File: src/rtl/dftp_pkg.sv
package dftp_pkg;

	// operation codes handed from the front to the back
	localparam logic [1:0] OP_NONE = 2'd0;
	localparam logic [1:0] OP_ACK  = 2'd1;
	localparam logic [1:0] OP_CTRL = 2'd2;
	localparam logic [1:0] OP_CFG  = 2'd3;

	// register indexes on the APB port
	localparam logic [2:0] REG_CTRL_HEAD_FIRST  = 3'd0;
	localparam logic [2:0] REG_CTRL_HEAD_SECOND = 3'd1;
	localparam logic [2:0] REG_CTRL_TAIL_BYTE   = 3'd2;
	localparam logic [2:0] REG_CFG_HEAD_FIRST   = 3'd3;
	localparam logic [2:0] REG_CFG_HEAD_SECOND  = 3'd4;
	localparam logic [2:0] REG_CFG_TAIL_BYTE    = 3'd5;
	localparam logic [2:0] REG_LINK_TIMEOUT_MS  = 3'd6;

	// register reset values
	localparam logic [7:0]  RST_CTRL_HEAD_FIRST  = 8'd165;
	localparam logic [7:0]  RST_CTRL_HEAD_SECOND = 8'd90;
	localparam logic [7:0]  RST_CTRL_TAIL_BYTE   = 8'd238;
	localparam logic [7:0]  RST_CFG_HEAD_FIRST   = 8'd195;
	localparam logic [7:0]  RST_CFG_HEAD_SECOND  = 8'd60;
	localparam logic [7:0]  RST_CFG_TAIL_BYTE    = 8'd221;
	localparam logic [31:0] RST_LINK_TIMEOUT_MS  = 32'd500;

	// control frame key decode
	localparam logic [3:0] KEY_MAX  = 4'd11;
	localparam logic [7:0] KEY_NONE = 8'hFF;

	localparam int PAYLOAD_BYTES = 6;
	localparam int CELLS_MAX     = 24;

	// header and tail bytes of both frame kinds
	typedef struct packed {
		logic [7:0] ctrl_head_first;
		logic [7:0] ctrl_head_second;
		logic [7:0] ctrl_tail_byte;
		logic [7:0] cfg_head_first;
		logic [7:0] cfg_head_second;
		logic [7:0] cfg_tail_byte;
	} dftp_frame_cfg_t;

	// one queued operation: P0 sits in payload[7:0]
	typedef struct packed {
		logic [1:0]                   op;
		logic [8*PAYLOAD_BYTES-1:0]   payload;
		logic [31:0]                  now_ms;
	} dftp_item_t;

endpackage

File: src/rtl/dftp_front.sv
module dftp_front import dftp_pkg::*; (
	input  logic            clk,
	input  logic            arst_n,
	input  dftp_frame_cfg_t frame_cfg,
	input  logic            accept,
	input  logic            req_type,
	input  logic [7:0]      rx_byte,
	input  logic [31:0]     now_ms,
	output dftp_item_t      item
);

	localparam logic [1:0] PH_HEAD0 = 2'd0;
	localparam logic [1:0] PH_HEAD1 = 2'd1;
	localparam logic [1:0] PH_BODY  = 2'd2;
	localparam logic [1:0] PH_TAIL  = 2'd3;

	localparam logic [3:0] POS_HEAD1 = 4'd1;
	localparam logic [3:0] POS_FIRST = 4'd2;
	localparam logic [3:0] POS_LAST  = 4'd7;

	logic [1:0] phase_q, phase_d;
	logic [3:0] pos_q, pos_d;
	logic       kind_q, kind_d;
	logic [7:0] payload_q [PAYLOAD_BYTES];
	logic       store_en;
	logic [2:0] wr_idx;
	logic [1:0] op;
	logic [7:0] head_want, tail_want;

	assign head_want = kind_q ? frame_cfg.cfg_head_second : frame_cfg.ctrl_head_second;
	assign tail_want = kind_q ? frame_cfg.cfg_tail_byte : frame_cfg.ctrl_tail_byte;
	assign wr_idx    = pos_q[2:0] - POS_FIRST[2:0];

	// byte framing state machine
	always_comb begin
		phase_d  = phase_q;
		pos_d    = pos_q;
		kind_d   = kind_q;
		store_en = 1'b0;
		op       = OP_NONE;
		if (req_type) begin
			op = OP_ACK;
		end else begin
			unique case (phase_q)
				PH_HEAD0: begin
					if (rx_byte == frame_cfg.ctrl_head_first) begin
						kind_d  = 1'b0;
						pos_d   = POS_HEAD1;
						phase_d = PH_HEAD1;
					end else if (rx_byte == frame_cfg.cfg_head_first) begin
						kind_d  = 1'b1;
						pos_d   = POS_HEAD1;
						phase_d = PH_HEAD1;
					end
				end
				PH_HEAD1: begin
					if (rx_byte == head_want) begin
						pos_d   = POS_FIRST;
						phase_d = PH_BODY;
					end else if (rx_byte == frame_cfg.ctrl_head_first) begin
						// restart as control
						kind_d = 1'b0;
						pos_d  = POS_HEAD1;
					end else if (rx_byte == frame_cfg.cfg_head_first) begin
						// restart as config
						kind_d = 1'b1;
						pos_d  = POS_HEAD1;
					end else begin
						phase_d = PH_HEAD0;
					end
				end
				PH_BODY: begin
					if (pos_q >= POS_FIRST && pos_q <= POS_LAST) begin
						store_en = 1'b1;
						pos_d    = pos_q + 4'd1;
						if (pos_q == POS_LAST) begin
							phase_d = PH_TAIL;
						end
					end else begin
						phase_d = PH_TAIL;
					end
				end
				PH_TAIL: begin
					if (rx_byte == tail_want) begin
						op = kind_q ? OP_CFG : OP_CTRL;
					end
					phase_d = PH_HEAD0;
					pos_d   = 4'd0;
				end
				default: begin
					phase_d = PH_HEAD0;
				end
			endcase
		end
	end

	// parser control state
	always_ff @(posedge clk or negedge arst_n) begin
		if (!arst_n) begin
			phase_q <= PH_HEAD0;
			pos_q   <= 4'd0;
			kind_q  <= 1'b0;
		end else if (accept) begin
			phase_q <= phase_d;
			pos_q   <= pos_d;
			kind_q  <= kind_d;
		end
	end

	// payload bytes, no reset
	always_ff @(posedge clk) begin
		for (int j = 0; j < PAYLOAD_BYTES; j++) begin
			if (accept && store_en && wr_idx == 3'(j)) begin
				payload_q[j] <= rx_byte;
			end
		end
	end

	// operation handed to the queue
	always_comb begin
		item.op     = op;
		item.now_ms = now_ms;
		for (int j = 0; j < PAYLOAD_BYTES; j++) begin
			item.payload[8*j +: 8] = payload_q[j];
		end
	end

endmodule

File: src/rtl/dftp_queue.sv
module dftp_queue import dftp_pkg::*; (
	input  logic       clk,
	input  logic       arst_n,
	input  logic       push,
	input  dftp_item_t push_item,
	input  logic       pop,
	output dftp_item_t pop_item,
	output logic       empty,
	output logic       full
);

	dftp_item_t slot_q [2];
	logic       wr_ptr_q, rd_ptr_q;
	logic [1:0] count_q;
	logic       do_push, do_pop;

	assign empty    = (count_q == 2'd0);
	assign full     = (count_q == 2'd2);
	assign do_push  = push && !full;
	assign do_pop   = pop && !empty;
	assign pop_item = slot_q[rd_ptr_q];

	// pointers and fill count
	always_ff @(posedge clk or negedge arst_n) begin
		if (!arst_n) begin
			wr_ptr_q <= 1'b0;
			rd_ptr_q <= 1'b0;
			count_q  <= 2'd0;
		end else begin
			if (do_push) begin
				wr_ptr_q <= ~wr_ptr_q;
			end
			if (do_pop) begin
				rd_ptr_q <= ~rd_ptr_q;
			end
			if (do_push && !do_pop) begin
				count_q <= count_q + 2'd1;
			end else if (do_pop && !do_push) begin
				count_q <= count_q - 2'd1;
			end
		end
	end

	// entry storage
	always_ff @(posedge clk) begin
		if (do_push) begin
			slot_q[wr_ptr_q] <= push_item;
		end
	end

endmodule

File: src/rtl/dftp_back.sv
module dftp_back import dftp_pkg::*; #(
	parameter int CELLS = 24
) (
	input  logic        clk,
	input  logic        arst_n,
	input  logic [31:0] link_timeout_ms,
	input  dftp_item_t  item,
	input  logic        item_ready,
	output logic        pop,
	output logic        out_valid,
	input  logic        out_stall,
	output logic        frame_done,
	output logic        frame_is_config,
	output logic [7:0]  key_q,
	output logic [3:0]  mode_q,
	output logic [7:0]  button_q,
	output logic [31:0] axis_q,
	output logic [47:0] cell_q,
	output logic        pending_q,
	output logic        link_alive
);

	logic        out_valid_q, done_q, is_cfg_q, alive_q;
	logic [31:0] tick_q, tick_d;
	logic [47:0] cell_d;
	logic [3:0]  key_hi;
	logic        is_frame;

	assign pop             = item_ready && (!out_valid_q || !out_stall);
	assign out_valid       = out_valid_q;
	assign frame_done      = done_q;
	assign frame_is_config = is_cfg_q;
	assign link_alive      = alive_q;

	assign is_frame = (item.op == OP_CTRL) || (item.op == OP_CFG);
	assign tick_d   = is_frame ? item.now_ms : tick_q;
	assign key_hi   = item.payload[7:4];

	// unpack the config cells
	always_comb begin
		cell_d = cell_q;
		for (int i = 0; i < CELLS; i++) begin
			cell_d[2*i +: 2] = item.payload[8*(i >> 2) + 2*(3 - (i & 3)) +: 2];
		end
	end

	// output beat and decoded stores
	always_ff @(posedge clk or negedge arst_n) begin
		if (!arst_n) begin
			out_valid_q <= 1'b0;
			done_q      <= 1'b0;
			is_cfg_q    <= 1'b0;
			alive_q     <= 1'b0;
			tick_q      <= 32'd0;
			key_q       <= KEY_NONE;
			mode_q      <= 4'd0;
			button_q    <= 8'd0;
			axis_q      <= 32'd0;
			cell_q      <= 48'd0;
			pending_q   <= 1'b0;
		end else begin
			if (pop) begin
				out_valid_q <= 1'b1;
				done_q      <= is_frame;
				is_cfg_q    <= (item.op == OP_CFG);
				tick_q      <= tick_d;
				alive_q     <= (tick_d != 32'd0) && ((item.now_ms - tick_d) < link_timeout_ms);
				unique case (item.op)
					OP_ACK: begin
						pending_q <= 1'b0;
					end
					OP_CTRL: begin
						key_q    <= (key_hi <= KEY_MAX) ? {4'd0, key_hi} : KEY_NONE;
						mode_q   <= item.payload[3:0];
						button_q <= item.payload[15:8];
						axis_q   <= item.payload[47:16];
					end
					OP_CFG: begin
						cell_q    <= cell_d;
						pending_q <= 1'b1;
					end
					default: begin
					end
				endcase
			end else if (!out_stall) begin
				out_valid_q <= 1'b0;
			end
		end
	end

endmodule

File: src/rtl/dual_frame_telemetry_parser_unit.sv
// An accepted byte is written into the two-entry queue between the framing front and the
// decode back, then popped into the result registers; a stalled result beat holds it there.
// Throughput: one beat per cycle while the output does not stall; the queue takes one
// more beat (two if it was empty) while the output stalls.
// Reset (arst_n low, asynchronous): parser waits for a first header, key reads 255, other
// stores, pending flag and frame stamp clear; registers reload defaults; payload not reset.
module dual_frame_telemetry_parser_unit import dftp_pkg::*; #(
	parameter int CELLS = 24
) (
	input  logic              clk,
	input  logic              arst_n,
	// APB configuration port
	input  logic              psel,
	input  logic              penable,
	input  logic              pwrite,
	input  logic [4:0]        paddr,
	input  logic [31:0]       pwdata,
	output logic [31:0]       prdata,
	output logic              pready,
	// input channel
	input  logic              in_valid,
	output logic              in_stall,
	input  logic              req_type,
	input  logic [7:0]        rx_byte,
	input  logic [31:0]       now_ms,
	// result channel
	output logic              out_valid,
	input  logic              out_stall,
	output logic              frame_done,
	output logic              frame_is_config,
	output logic [7:0]        key_index,
	output logic [3:0]        mode_flags,
	output logic [7:0]        button_flags,
	output logic signed [7:0] throttle_axis,
	output logic signed [7:0] steering_axis,
	output logic signed [7:0] strafe_axis,
	output logic signed [7:0] lift_axis,
	output logic [47:0]       cell_map,
	output logic              config_pending,
	output logic              link_alive
);

	dftp_frame_cfg_t frame_cfg_q;
	logic [31:0]     timeout_q;
	logic [2:0]      reg_idx;
	logic            reg_wr;
	logic            in_accept;
	dftp_item_t      front_item, back_item;
	logic            q_empty, q_full, q_pop;
	logic [31:0]     axis;

	assign pready  = 1'b1;
	assign reg_idx = paddr[4:2];
	assign reg_wr  = psel && penable && pwrite && pready;

	// configuration registers
	always_ff @(posedge clk or negedge arst_n) begin
		if (!arst_n) begin
			frame_cfg_q.ctrl_head_first  <= RST_CTRL_HEAD_FIRST;
			frame_cfg_q.ctrl_head_second <= RST_CTRL_HEAD_SECOND;
			frame_cfg_q.ctrl_tail_byte   <= RST_CTRL_TAIL_BYTE;
			frame_cfg_q.cfg_head_first   <= RST_CFG_HEAD_FIRST;
			frame_cfg_q.cfg_head_second  <= RST_CFG_HEAD_SECOND;
			frame_cfg_q.cfg_tail_byte    <= RST_CFG_TAIL_BYTE;
			timeout_q                    <= RST_LINK_TIMEOUT_MS;
		end else if (reg_wr) begin
			unique case (reg_idx)
				REG_CTRL_HEAD_FIRST:  frame_cfg_q.ctrl_head_first  <= pwdata[7:0];
				REG_CTRL_HEAD_SECOND: frame_cfg_q.ctrl_head_second <= pwdata[7:0];
				REG_CTRL_TAIL_BYTE:   frame_cfg_q.ctrl_tail_byte   <= pwdata[7:0];
				REG_CFG_HEAD_FIRST:   frame_cfg_q.cfg_head_first   <= pwdata[7:0];
				REG_CFG_HEAD_SECOND:  frame_cfg_q.cfg_head_second  <= pwdata[7:0];
				REG_CFG_TAIL_BYTE:    frame_cfg_q.cfg_tail_byte    <= pwdata[7:0];
				REG_LINK_TIMEOUT_MS:  timeout_q                    <= pwdata;
				default: begin
				end
			endcase
		end
	end

	// register readback
	always_comb begin
		unique case (reg_idx)
			REG_CTRL_HEAD_FIRST:  prdata = {24'd0, frame_cfg_q.ctrl_head_first};
			REG_CTRL_HEAD_SECOND: prdata = {24'd0, frame_cfg_q.ctrl_head_second};
			REG_CTRL_TAIL_BYTE:   prdata = {24'd0, frame_cfg_q.ctrl_tail_byte};
			REG_CFG_HEAD_FIRST:   prdata = {24'd0, frame_cfg_q.cfg_head_first};
			REG_CFG_HEAD_SECOND:  prdata = {24'd0, frame_cfg_q.cfg_head_second};
			REG_CFG_TAIL_BYTE:    prdata = {24'd0, frame_cfg_q.cfg_tail_byte};
			REG_LINK_TIMEOUT_MS:  prdata = timeout_q;
			default:              prdata = 32'd0;
		endcase
	end

	assign in_stall  = q_full;
	assign in_accept = in_valid && !q_full;

	dftp_front u_front (
		.clk       (clk),
		.arst_n    (arst_n),
		.frame_cfg (frame_cfg_q),
		.accept    (in_accept),
		.req_type  (req_type),
		.rx_byte   (rx_byte),
		.now_ms    (now_ms),
		.item      (front_item)
	);

	dftp_queue u_queue (
		.clk       (clk),
		.arst_n    (arst_n),
		.push      (in_accept),
		.push_item (front_item),
		.pop       (q_pop),
		.pop_item  (back_item),
		.empty     (q_empty),
		.full      (q_full)
	);

	dftp_back #(
		.CELLS (CELLS)
	) u_back (
		.clk             (clk),
		.arst_n          (arst_n),
		.link_timeout_ms (timeout_q),
		.item            (back_item),
		.item_ready      (!q_empty),
		.pop             (q_pop),
		.out_valid       (out_valid),
		.out_stall       (out_stall),
		.frame_done      (frame_done),
		.frame_is_config (frame_is_config),
		.key_q           (key_index),
		.mode_q          (mode_flags),
		.button_q        (button_flags),
		.axis_q          (axis),
		.cell_q          (cell_map),
		.pending_q       (config_pending),
		.link_alive      (link_alive)
	);

	assign throttle_axis = $signed(axis[7:0]);
	assign steering_axis = $signed(axis[15:8]);
	assign strafe_axis   = $signed(axis[23:16]);
	assign lift_axis     = $signed(axis[31:24]);

	// a full queue only happens behind a held result beat
	a_full_behind_output: assert property (@(posedge clk) disable iff (!arst_n)
		in_stall |-> out_valid)
		else $error("queue full without a pending result beat");

	// an acknowledge popped into the output clears the pending flag
	a_ack_clears: assert property (@(posedge clk) disable iff (!arst_n)
		(q_pop && back_item.op == OP_ACK) |=> !config_pending)
		else $error("acknowledge did not clear pending flag");

	// a completed config frame always shows as pending
	a_cfg_pending: assert property (@(posedge clk) disable iff (!arst_n)
		(out_valid && frame_done && frame_is_config) |-> config_pending)
		else $error("config frame done without pending flag");

	// decoded key is a matrix key or none
	a_key_range: assert property (@(posedge clk) disable iff (!arst_n)
		out_valid |-> (key_index <= {4'd0, KEY_MAX} || key_index == KEY_NONE))
		else $error("key index out of range");

endmodule

File: config.mk
export PLATFORM = sky130hd
export DESIGN_NAME = dual_frame_telemetry_parser_unit
export DESIGN_NICKNAME = d
export VERILOG_FILES = /design/src/rtl/dftp_pkg.sv /design/src/rtl/dftp_front.sv /design/src/rtl/dftp_queue.sv /design/src/rtl/dftp_back.sv /design/src/rtl/dual_frame_telemetry_parser_unit.sv
export SDC_FILE = /design/constraint.sdc
export NUM_CORES = 1
export LEC_CHECK = 0
export ABC_CLOCK_PERIOD_IN_PS = 6200
export BUFFER_PORTS_ARGS = -buffer_cell sky130_fd_sc_hd__buf_2
export CAP_MARGIN = 10
export CORE_ASPECT_RATIO = 0.8
export CORE_MARGIN = 2
export CORE_UTILIZATION = 60
export CTS_BUF_LIST = sky130_fd_sc_hd__clkbuf_2
export DETAILED_ROUTE_END_ITERATION = 10
export PLACE_DENSITY_LB_ADDON = 0.1
export SETUP_SLACK_MARGIN = 0.2
export SKIP_CTS_REPAIR_TIMING = 1
export SYNTH_ARGS = -nofsm -noshare
export SYNTH_HDL_FRONTEND = slang
export SYNTH_HIERARCHICAL = 1
export SYNTH_SLANG_ARGS = --single-unit
File: constraint.sdc
create_clock -name clk -period 6.2 [get_ports clk]
set_clock_uncertainty 0.2 [all_clocks]
set_input_delay 0.31 -clock clk [delete_from_list [all_inputs] [get_ports clk]]
set_output_delay 0.31 -clock clk [all_outputs]
set_load 0.01 [all_outputs]
# [Word level (Yosys, flattened, before mapping)]
# Memories as Yosys holds them, arrays and structs flattened.
# Cells that the tools add are included.
# Widths: inputs -> output; s select.
[totals] ff_bits=228 ramBits=212 input_bits=85 out_inout_bits=139 wordCells=182 n_memories=2
[memory_table] name="u_queue.slot_q" words=2 width=82 rd=1 rd_ports_with_merged_regs=0 write_ports=1 line="dftp_queue.sv:12" text="dftp_item_t slot_q [2];"
[memory_table] name="u_front.payload_q" words=6 width=8 rd=6 rd_ports_with_merged_regs=0 write_ports=1 line="dftp_front.sv:24" text="logic [7:0] payload_q [PAYLOAD_BYTES];"
[classes] add_sub_neg=5 n_lt_le_gt_ge=4 eq_ne=30 n_mux=63 n_bitwise=3 n_reduce_logical=51
[ops] cell="$pmux 32 s7" count=1
[ops] cell="$mux 8" count=8
[ops] cell="$reduce_or 8->1" count=5
[ops] cell="$eq 8x8->1" count=4
[ops] cell="$lt 32x32->1" count=1
[ops] cell="$mux 32" count=1
[ops] cell="$reduce_bool 32->1" count=1
[ops] cell="$sub 32x32->32" count=1
[ops] cell="$mux 1" count=28
[ops] cell="$mux 2" count=12
[ops] cell="$reduce_and 2->1" count=10
[ops] cell="$logic_and 1x1->1" count=17
[ops] cell="$mux 4" count=4
[ops] cell="$pmux 4 s4" count=1
[ops] cell="$eq 3x3->1 const B" count=5
[ops] cell="$mux 3" count=5
[ops] cell="$eq 3x2->1 const B" count=4
[ops] cell="$eq 2x2->1 const B" count=5
[ops] cell="$pmux 2 s4" count=1
[ops] cell="$eq 3x1->1 const B" count=2
[ops] cell="$logic_not 1->1" count=6
[ops] cell="$logic_not 3->1" count=2
[ops] cell="$ne 3x2->1 const B" count=2
[ops] cell="$reduce_and 6->1" count=1
[ops] cell="other kinds (20)" count=29

# [Logic depth before layout (Yosys ltp)]
[depth] ltp_word=15 ltp_mapped=27 ltp_nobuf=20

# [By module]
# Netlist, hierarchy kept.
[by_module_without_submodules] module="dftp_back" instances=1 cells_per_inst=780 area_each_um2=8164.1 seq_area_each_um2=3359.5
[by_module_without_submodules] module="dftp_queue" instances=1 cells_per_inst=274 area_each_um2=6463.7 seq_area_each_um2=5024.8
[by_module_without_submodules] module="dual_frame_telemetry_parser_unit" instances=1 cells_per_inst=273 area_each_um2=3721.1 seq_area_each_um2=2044.5
[by_module_without_submodules] module="dftp_front" instances=1 cells_per_inst=214 area_each_um2=2778.9 seq_area_each_um2=1616.6

# [Least setup slack after synthesis]
# OpenSTA, ideal clock, no wires.
[synth_path] path_type="register to register" startpoint="register u_queue.rd_ptr_q" endpoint="register u_back.alive_q (netlist: u_back/link_alive)" setup_time_ns=0.142 arrival_time_ns=5.078 required_ns=5.858 slack_ns=0.781 path_stages_with_launch=25 path_buffers=7 period_less_slack_ns=5.419 cell_sequence="dfrtp_1 > buf_6 > buf_12 > mux2_4 > buf_6 > buf_6 > buf_4 > buf_2 > buf_2 > mux2i_1 > ha_1 > a21o_1 > a311oi_2 > a2bb2oi_1 > a221o_1 > nor2_2 > o21ai_1 > xor2_1 > ha_1 > nand3_1 > nor2_1 > nand2_1 > or4_1 > nor3_1 > o32ai_1"
[synth_rtl] item="start: declaration" line="dftp_queue.sv:13" text="logic wr_ptr_q, rd_ptr_q;"
[synth_rtl] item="start signal: assignment" line="dftp_queue.sv:34" text="rd_ptr_q <= ~rd_ptr_q;"
[synth_rtl] item="end signal: assignment" line="dftp_back.sv:67" text="alive_q <= (tick_d != 32'd0) && ((item.now_ms - tick_d) < link_timeout_ms);"
[synth_rtl] item="end: declaration" line="dftp_back.sv:23" text="logic out_valid_q, done_q, is_cfg_q, alive_q;"

==> key figures <==
Outcome
  – Status: finished clean

Clock tree
  – Clock input transition at the sequential cells of the worst setup and hold paths: 0.14 ns
  – CTS max path bufs: 3
  – Clk Latency, worst-skew pair: 1.06 ns
  – CTS root buf: clkbuf_2
  – CTS Sinks: 437
  – CTS H-Tree Depth: 3
  – CTS tree: yes
  – Clock buffer count from CTS: 102

Hold path
  – Worst hold path type: in -> reg

Critical path
  – CP cell instances: buf_4 -> mux2_4 -> mux2i_1 -> ha_1 -> a21o_1 -> a311oi_2 -> a2bb2oi_1 -> a221o_1 -> nor2_2 -> o21ai_1 -> xor2_1 -> ha_1 -> nand3_1 -> nor2_1 -> nand2_1 -> or4_1 -> nor3_1 -> o32ai_1
  – Worst path max stage delay: 0.60 ns
  – Startpoint Class: flip-flop
  – CP max stage cell: dfrtp_4
  – CP dominant cell by count: ha_1
  – CP Class: reg -> reg
  – CP Capture Type: flip-flop
  – Crit path max fanout: 24
  – CP required: slightly below 7 ns
  – Worst Path Arrival: 6.06 ns

Timing
  – Final clock period utilization by the worst path: 86.8%
  – Final setup TNS: 0 ns
  – Setup ws final: 0.818 ns
  – RSZ-0062 raised after global routing: false
  – Relative slew slack: around 26%
  – Fmax: 186 MHz
  – Min Tclk post-route: about 5.4 ns
  – Slew at the pin closest to its max-slew limit: 1.12 ns
  – # setup viols final: 0
  – Slew Viols, Final: 0
  – Hold WS: 0.0628 ns
  – Fin. Hold Viols: 0

Logic synthesis
  – Post-synth EDFFs: 212
  – Synthesized area per cell: 13.7 um^2
  – Netlist cell types: 84
  – Yosys reg bits: 437
  – Synthesized area: between 20000 and 25000 um^2
  – Yosys warns: 6
  – Ys flop type: edfxtp_1
  – Syn nets: 1689
  – Synth Instances: 1541
  – Ys async rst share: roughly 50%
  – Register area share after synthesis: 57.0%

Power
  – Leak: between 10 and 15 nW
  – Clk network pwr share: 14.6%
  – Power Density: 515 nW/um^2
  – Switching share of power: 40.7%
  – Sequential power share: about a third
  – Power share of the combinational group: 51.0%
  – Worst vdd ir: 0.241 mV
  – Int Pwr: 0.00762 W
  – Psw: 0.00522 W

Detailed routing
  – DRC Markers: 0
  – Drt first pass iters: 5
  – Overall routed net length: 50.4 mm
  – Wire per inst: 20.1 um
  – Drt via density: roughly 5.6
  – Antenna-violating nets left: 0
  – Via count: 14000
  – Initial DRC count: 1096

Layout
  – Nets: 2096
  – Register Area: 12000 um^2
  – Fillcell total: 2426
  – Share of cells above drive strength 1: 37.1%
  – Area occupied by multi-input gates: 8190 um^2
  – Area growth syn-to-layout: 17.9%
  – Non-filler instance count after layout: 2512

GRT
  – Initial antenna violation count: 5
  – Overflow after GRT: 0
  – Largest net degree at the start of global routing: 95
  – Global-route wire length before repair: 71.8 mm
  – Vias in the first global route: around 13000
  – Total GRT Usage: 25.7%

Place
  – Placed insts: ~2200
  – Port Buf Inserts: 220
  – Post-DP HPWL: between 30 and 40 mm
  – Final Wtd Congestion: approximately 0.87
  – Pre-CTS setup slack: 0.848 ns

Floorplanning
  – Total I/O pin count: 224
  – Die ar.: 36700 um^2
  – Std-Cell Rows: 61
  – Die Span Y: 172 um
  – Chip width: 214 um
  – Starting Density: between 60% and 70%
  – Core ar.: 34700 um^2

Flow run
  – Max cap viols: 0
==> synthesized netlist by cell type (3+ instances only) <==
| cell type | instances | share of area, % |
|---|---|---|
| nor2_1 | 70 | 1.2 |
| buf_2 | 19 | 0.45 |
| dfstp_2 | 39 | 4.9 |
| o21bai_1 | 6 | 0.21 |
| xnor2_1 | 38 | 1.6 |
| buf_4 | 41 | 1.5 |
| mux2_4 | 70 | 5.0 |
| nor2_2 | 5 | 0.15 |
| nor2b_1 | 12 | 0.36 |
| o21ai_0 | 23 | 0.54 |
| nand4_1 | 15 | 0.44 |
| a31oi_1 | 9 | 0.27 |
| a211oi_1 | 5 | 0.18 |
| a21o_1 | 20 | 0.71 |
| and3_1 | 3 | 0.089 |
| inv_1 | 64 | 1.1 |
| o21ai_1 | 6 | 0.14 |
| o221ai_1 | 10 | 0.41 |
| dfrtp_1 | 186 | 22 |
| o21a_1 | 12 | 0.43 |
| edfxtp_1 | 212 | 30 |
| buf_6 | 4 | 0.21 |
| mux2_2 | 204 | 11 |
| mux2i_1 | 56 | 2.7 |
| nand2b_1 | 12 | 0.36 |
| buf_12 | 7 | 0.66 |
| ha_1 | 63 | 3.7 |
| a21oi_1 | 71 | 1.7 |
| o22ai_1 | 5 | 0.15 |
| or3_1 | 4 | 0.12 |
| a22oi_1 | 5 | 0.18 |
| o31ai_1 | 6 | 0.21 |
| and2_1 | 24 | 0.71 |
| nand2_1 | 55 | 0.98 |
| o311ai_0 | 3 | 0.12 |
| nor4_1 | 17 | 0.50 |
| xor2_1 | 33 | 1.4 |
| buf_1 | 8 | 0.14 |
| clkbuf_1 | 14 | 0.25 |
| nor3_1 | 14 | 0.33 |
| nand3_1 | 17 | 0.40 |
==> placed cells by master, fill, tap and decap left out, drive strengths merged, types with 14 or more instances in the layout <==
| cell type | n |
|---|---|
| nor4 | 17 |
| nand4 | 17 |
| dfrtp | 186 |
| a21oi | 73 |
| clkbuf | 165 |
| nand2 | 55 |
| xnor2 | 38 |
| nor3 | 14 |
| o21ai | 29 |
| clkinv | 25 |
| mux2i | 56 |
| mux2 | 274 |
| inv | 67 |
| ha | 63 |
| dlygate4sd3 | 162 |
| nor2 | 76 |
| nand3 | 18 |
| dfstp | 39 |
| xor2 | 33 |
| a21o | 21 |
| edfxtp | 212 |
| buf | 235 |
| and2 | 24 |
==> worst max-delay path, delay by kind of cell (launching register included) <==
family          cells  cell delay [ns]
simple gates        6             1.22
xor+xnor            1             0.16
fa+ha+maj           2             0.68
compound gates      6             1.38
buf+inv             1             0.45
flops               1             0.60
mux                 2             0.59
==> worst paths after layout <==
path / start / endpoint / slack [ns] / cells after the start
worst max-delay path: u_queue/rd_ptr_q / u_back/link_alive / 0.82 / 18
worst min-delay path: paddr[4] / frame_cfg_q[20] / 0.06 / 4
worst max register to register: u_queue/rd_ptr_q / u_back/link_alive / 0.82 / 18
worst min register to register: u_front/payload_q[0][4] / u_queue/slot_q[0][36] / 0.20 / 0
max in group asynchronous: arst_n / u_back/cell_q[45] / 4.51 / 4
min in group asynchronous: arst_n / frame_cfg_q[42] / 0.31 / 3
==> cells by family (layout without fill, tap and decap cells) <==
group / count (synthesis) / count (layout) / share of synthesized area (%)
AOI/OAI and AO/OA: 213 / 213 / 6.93
other: 1 / 4 / 0.0177
adders and majority gates: 63 / 63 / 3.73
and+or+nand+nor: 267 / 267 / 6.50
muxes: 330 / 330 / 18.5
xor gates and xnor gates: 71 / 71 / 2.94
buffers and inverters: 159 / 655 / 4.36
DFF: 437 / 437 / 57.0
==> state kept, by name (all words and copies together), names as in the netlist, 2 cells and up, named ones only <==
signal / flops
u_queue/slot_q: 164
frame_cfg_q: 48
u_back/cell_q: 48
u_front/payload_q: 48
timeout_q: 32
u_back/axis_q: 32
u_back/tick_q: 32
u_back/button_q: 8
u_back/key_q: 5
u_back/mode_q: 4
u_front/pos_q: 4
u_queue/count_q: 2
==> power groups by stage <==
| stage | registers (W) | logic, W | clock network, W |
|---|---|---|---|
| 6_report | 0.00441 | 0.00655 | 0.00188 |
| 5_1_grt | 0.00450 | 0.00727 | 0.00210 |
| 4_1_cts | 0.00440 | 0.00643 | 0.00193 |
| 3_5_place_dp | 0.00447 | 0.00640 | 0 |
| 3_3_place_gp | 0.00441 | 0.00626 | 0 |
| 2_1_floorplan | 0.00453 | 0.00470 | 0 |
==> metal layers <==
layer,part of all wire [%],global-route usage (%),vias up
met5,0,0,-
met4,1.3,7.04,0
met3,7.1,5.57,57
met2,45,36.3,542
met1,47,40.0,6885
li1,-,-,6518
==> through the flow <==
| step | power [W] | utilization (%) | area, um^2 |
|---|---|---|---|
| finish | 0.0128 | 71.8 | 24900 |
| global route | 0.0139 | 71.7 | 24900 |
| CTS | 0.0128 | 67.0 | 23300 |
| detailed placement | 0.0109 | 64.2 | 22300 |
| global placement | 0.0107 | 64.2 | 22300 |
| floorplan | 0.00923 | - | 21100 |
==> layout make-up <==
class	instances	share of cell area, %
Sequential cell	437	48.4
Multi-Input combinational cell	945	32.9
Timing Repair Buffer	397	11.5
Clock buffer	165	3.31
Tap cell	472	2.37
Inverter	65	0.979
Clock inverter	28	0.582
Antenna cell	3	0.0301
Note: power is estimated with default switching activity, not from simulation.
